**src/rtl/swk_pkg.sv**
```systemverilog
// ----------------------------------------------------------------------------
// swk_pkg
// Shared constants, types and the CORDIC arctangent table for the swerve
// wheel kinematics pipeline.
// ----------------------------------------------------------------------------
package swk_pkg;

   localparam int CORDIC_STAGES = 16;
   localparam int ATAN_ENTRIES  = 24;
   localparam int STAGES = (CORDIC_STAGES > ATAN_ENTRIES) ? ATAN_ENTRIES : CORDIC_STAGES;

   localparam int W_CMD  = 16;
   localparam int W_DATA = 36;
   localparam int W_ANG  = 34;
   localparam int W_MAG  = 32;
   localparam int W_PROD = W_DATA + 31;
   localparam int W_QUO  = 16;
   localparam int W_NUM  = W_MAG + W_QUO - 1;

   localparam int INV_GAIN  = 652032874;
   localparam int POLAR_LAT = STAGES + 3;
   localparam int DIV_LAT   = W_QUO;

   typedef logic signed [W_DATA-1:0] data_type;
   typedef logic signed [W_ANG-1:0]  ang_type;
   typedef logic signed [W_PROD-1:0] prod_type;

   localparam ang_type  HALF_TURN = {2'b00, 1'b1, 31'd0};
   localparam prod_type INV_GAIN_P = prod_type'(INV_GAIN);
   localparam prod_type ROUND_30 = prod_type'(1) <<< 29;

   typedef enum logic {
      REG_LENGTH = 1'b0,
      REG_WIDTH  = 1'b1
   } csr_index_type;

   function automatic ang_type atan_turns(input logic [4:0] idx);
      ang_type r;
      unique case (idx)
         5'd0:  r = 34'sd536870912;
         5'd1:  r = 34'sd316933406;
         5'd2:  r = 34'sd167458907;
         5'd3:  r = 34'sd85004756;
         5'd4:  r = 34'sd42667331;
         5'd5:  r = 34'sd21354465;
         5'd6:  r = 34'sd10679838;
         5'd7:  r = 34'sd5340245;
         5'd8:  r = 34'sd2670163;
         5'd9:  r = 34'sd1335087;
         5'd10: r = 34'sd667544;
         5'd11: r = 34'sd333772;
         5'd12: r = 34'sd166886;
         5'd13: r = 34'sd83443;
         5'd14: r = 34'sd41722;
         5'd15: r = 34'sd20861;
         5'd16: r = 34'sd10430;
         5'd17: r = 34'sd5215;
         5'd18: r = 34'sd2608;
         5'd19: r = 34'sd1304;
         5'd20: r = 34'sd652;
         5'd21: r = 34'sd326;
         5'd22: r = 34'sd163;
         5'd23: r = 34'sd81;
         default: r = '0;
      endcase
      return r;
   endfunction

endpackage

```
**src/rtl/swk_divider.sv**
```systemverilog
// ----------------------------------------------------------------------------
// swk_divider
// Pipelined restoring divider: round(mag * 32768 / mx), one quotient bit
// per stage.
// ----------------------------------------------------------------------------
module swk_divider import swk_pkg::*; (
   input  logic              clock,
   input  logic              en,
   input  logic [W_MAG-1:0]  mag,
   input  logic [W_MAG-1:0]  mx,
   output logic [W_QUO-1:0]  quo
);

   logic [W_NUM-1:0] r_ff [1:W_QUO];
   logic [W_MAG-1:0] d_ff [1:W_QUO];
   logic [W_QUO-1:0] q_ff [1:W_QUO];

   logic [W_NUM-1:0] r_cur [0:W_QUO-1];
   logic [W_MAG-1:0] d_cur [0:W_QUO-1];
   logic [W_QUO-1:0] q_cur [0:W_QUO-1];

   assign r_cur[0] = {mag, {(W_QUO-1){1'b0}}} + W_NUM'(mx >> 1);
   assign d_cur[0] = mx;
   assign q_cur[0] = '0;

   for (genvar j = 1; j < W_QUO; j++) begin : g_link
      assign r_cur[j] = r_ff[j];
      assign d_cur[j] = d_ff[j];
      assign q_cur[j] = q_ff[j];
   end

   for (genvar j = 0; j < W_QUO; j++) begin : g_step
      localparam int B = W_QUO - 1 - j;
      logic [W_NUM-1:0] sub;
      assign sub = W_NUM'(d_cur[j]) << B;
      always_ff @(posedge clock) begin
         if (en) begin
            d_ff[j+1] <= d_cur[j];
            if (r_cur[j] >= sub) begin
               r_ff[j+1] <= r_cur[j] - sub;
               q_ff[j+1] <= q_cur[j] | (W_QUO'(1) << B);
            end else begin
               r_ff[j+1] <= r_cur[j];
               q_ff[j+1] <= q_cur[j];
            end
         end
      end
   end

   assign quo = q_ff[W_QUO];

endmodule

```
**config.mk**
```make
export PLATFORM = sky130hd
export DESIGN_NAME = swk_divider
export DESIGN_NICKNAME = d
export VERILOG_FILES = /design/src/rtl/swk_pkg.sv /design/src/rtl/swk_divider.sv
export SDC_FILE = /design/constraint.sdc
export NUM_CORES = 2
export LEC_CHECK = 0
export BUFFER_PORTS_ARGS = -buffer_cell sky130_fd_sc_hd__buf_2
export CORE_MARGIN = 2
export CORE_UTILIZATION = 40
export CTS_BUF_LIST = sky130_fd_sc_hd__clkbuf_4 sky130_fd_sc_hd__clkbuf_8
export CTS_CLUSTER_SIZE = 20
export DETAILED_ROUTE_END_ITERATION = 7
export GPL_TIMING_DRIVEN = 0
export HOLD_SLACK_MARGIN = 0.03
export PLACE_DENSITY = 0.59
export SYNTH_ARGS = -nofsm -noshare
export SYNTH_HDL_FRONTEND = slang
export SYNTH_SLANG_ARGS = --single-unit
```
**constraint.sdc**
```tcl
create_clock -name clock -period 23 [get_ports clock]
set_input_delay 6.9 -clock clock [delete_from_list [all_inputs] [get_ports clock]]
set_output_delay 6.9 -clock clock [all_outputs]
set_load 0.02 [all_outputs]
```
==> flow_metrics.env <==
export IMPL_syn_to_final_growth_pct=11.24
export IMPL_rows=159
export IMPL_r2r_start="d_ff[0][373]"
export IMPL_leakagePower_nw=33.64
export IMPL_post_dp_hpwl_mm=167.4
export IMPL_cts_resized=0
export IMPL_yosysWarnings=0
export IMPL_fp_dieW_um=439.1
export IMPL_grt_overflow_total=0
export IMPL_path_clk_slew_ps=60
export IMPL_r2r_cells=15
export IMPL_ctsLongestPathBuffers=3
export IMPL_worst_setup_path_end_kind="flop"
export IMPL_post_route_period_util=0.6160
export IMPL_synthCells=7034
export IMPL_cp_required_ps=23710
export IMPL_insertion_delay_ps=1010
export IMPL_synth_cell_types=84
export IMPL_start_util=0.4029
export IMPL_start_kind="input pin"
export IMPL_fmax_mhz=70.58
export IMPL_finalSetupViolCount=0
export IMPL_fin_crit_ps=14170
export IMPL_yosys_area_top_type="edfxtp_1"
export IMPL_hold_viol=0
export IMPL_vias=52920
export IMPL_ant_nets=0
export IMPL_reg2reg_slack_ps=16970
export IMPL_drt_wl_total_mm=208.0
export IMPL_drive_gt1_frac=0.08127
export IMPL_dieArea_mm2=0.1928
export IMPL_gp_congestion=0.9815
export IMPL_min_path_type="reg2reg"
export IMPL_grt_max_degree=108
export IMPL_fin_skew_ps=59.20
export IMPL_yosys_area_top_type_share=0.5237
export IMPL_cts_buffers=226
export IMPL_drtIter0Drc=2445
export IMPL_regArea_mm2=0.03967
export IMPL_multi_input_area_mm2=0.03290
export IMPL_rsz0062_at_grt="no"
export IMPL_antenna_found_initial=3
export IMPL_crit_type="in2reg"
export IMPL_route_detailed_drc=0
export IMPL_r2r_end="r_ff[0][596]"
export IMPL_worstMarginPinSlew_ps=1517
export IMPL_core_area_mm2=0.1880
export IMPL_slew_violations=4
export IMPL_cap_viol_max_count=2
export IMPL_startpoint="mx[16]"
export IMPL_grt_pass1_wl_mm=314.4
export IMPL_synthTopCellsByArea="edfxtp_1 52%, ha_1 8.7%, o21ai_0 3.6%, xnor2_1 3.5%, a21oi_1 3.5%"
export IMPL_viasPerCell=5.263
export IMPL_synthesis_area_mm2=0.07574
export IMPL_drtPass1Iterations=5
export IMPL_cts_post_setup_buffers_inserted=0
export IMPL_fp_dieH_um=439.1
export IMPL_synth_edf_count=1321
export IMPL_nets=7974
export IMPL_ir_drop_mv=0.06105
export IMPL_power_density_mw_per_mm2=123.0
export IMPL_io_buffers=81
export IMPL_grt_pass1_vias=56100
export IMPL_violations="capacitance limit, slew limit"
export IMPL_wl_per_cell_um=20.69
export IMPL_outcome="finished, violations left"
export IMPL_grt_util_all_layers=0.2149
export IMPL_async_flop_share=0
export IMPL_ctsHoldBuffers=0
export IMPL_cts_sinks=1321
export IMPL_htree_levels=4
export IMPL_arrival_ps=14880
export IMPL_tns_ps=0
export IMPL_synth_seq_cells=1321
export IMPL_cts_tree="yes"
export IMPL_ios=82
export IMPL_max_slew_margin=-0.02082
export IMPL_crit_fanout=10
export IMPL_crit_end="r_ff[0][92]"
export IMPL_synth_top_cells_by_count="1321 x edfxtp_1, 654 x inv_1, 628 x nand2_1, 552 x o21ai_0, 530 x a21oi_1"
export IMPL_syn_avg_cell_area_um2=10.77
export IMPL_yosysMostFrequentCell="edfxtp_1"
export IMPL_root_buffer="clkbuf_8"
export IMPL_ys_flop_type="edfxtp_1"
export IMPL_fill_cells=17570
export IMPL_ys_seq_area_frac=0.5237
export IMPL_syn_nets=7644
export IMPL_finalPower_mw=10.37
-- metrics by stage --
stage	utilization	cells	worst slack [ps]	hold WS, ps	instance area (um2)
3_3_place_gp	0.4216	9610	2250	400.9	79270
2_1_floorplan	-	7034	10240	400.3	75740
6_report	0.4481	10050	8833	413.4	84250
5_1_grt	0.4481	10050	8464	419.7	84240
4_1_cts	0.4481	10050	8983	408.2	84240
3_5_place_dp	0.4243	9631	7899	404.5	79760
-- critical path: stages --
cell and delay, ps:
buf_2 120, ha_1 200, fa_1 410, a21o_1 190
a21oi_1 220, o21bai_1 110, a2111oi_0 630, o31ai_1 180
a21o_1 260, a2111oi_0 410, or3_1 170, clkbuf_1 310
xnor2_1 280, ha_1 320, clkbuf_1 200, nand4_1 260
nor2_1 110, a311oi_1 260, o21ai_0 120, a21oi_1 290
o21ai_0 270, a31oi_1 450, a31o_2 220, and3b_1 150
clkbuf_1 590, clkinv_1 570, buf_2 370, mux2_2 310
-- how the worst min path moves through the flow --
| stage | end | cells past startpoint | slack [ps] | from |
|---|---|---|---|---|
| after floorplan | q_ff[0][107] | 0 | 400 | q_ff[0][91] |
| after global placement | q_ff[0][242] | 0 | 400 | q_ff[0][226] |
| after detailed placement | q_ff[0][107] | 0 | 400 | q_ff[0][91] |
| after CTS | q_ff[0][79] | 0 | 410 | q_ff[0][63] |
| after global routing | q_ff[0][154] | 0 | 420 | q_ff[0][138] |
| final | q_ff[0][154] | 0 | 410 | q_ff[0][138] |
-- cell type report --
cell class | count | area share
Antenna cell | 4 | 0.0001188
Timing Repair Buffer | 102 | 0.009787
Clock inverter | 110 | 0.008792
Buffer | 197 | 0.009341
Multi-Input combinational cell | 4861 | 0.3905
Sequential cell | 1321 | 0.4708
Clock buffer | 309 | 0.04439
Inverter | 655 | 0.02918
Tap cell | 2495 | 0.03705
-- kinds of logic after synthesis --
| logic type | synth area share |
|---|---|
| muxes | 0.01102 |
| and+or+nand+nor | 0.1165 |
| buffers and inverters | 0.04239 |
| DFF | 0.5237 |
| adders and majority gates | 0.09145 |
| AOI/OAI and AO/OA | 0.1526 |
| xor gates and xnor gates | 0.06221 |
-- placed cells by master, fill, tap and decap left out, types with 61 or more instances in the layout --
cell      instances
a21oi_1         530
nor3_1           80
nand2_1         628
nor2_1          396
xor2_1          235
ha_1            528
xnor2_1         303
nor4_1           61
nand4_1          99
a21o_1          324
clkbuf_4         88
a31oi_1          65
buf_2            88
edfxtp_1       1321
nand2b_1         86
o21ai_0         551
inv_1           654
nand3_1         150
clkbuf_1        157
mux2_2           66
clkbuf_8        227
-- report_power, final --
part	internal, mW	switching (mW)
sequential	3.49	0.350
combinational	1.81	2.60
clock	1.12	0.992
-- registers in the layout (all words and copies together), names as in the netlist --
register / flops
d_ff: 480
q_ff: 136
r_ff: 705
-- routing by layer --
| layer | track usage | share of wire | up-vias |
|---|---|---|---|
| li1 | - | - | 26430 |
| met1 | 0.1779 | 0.32 | 24710 |
| met2 | 0.4311 | 0.56 | 1123 |
| met3 | 0.02791 | 0.026 | 652 |
| met4 | 0.1943 | 0.10 | 2 |
| met5 | 0 | 0.0010 | - |
No activity file was read; power rests on OpenSTA's default activity.
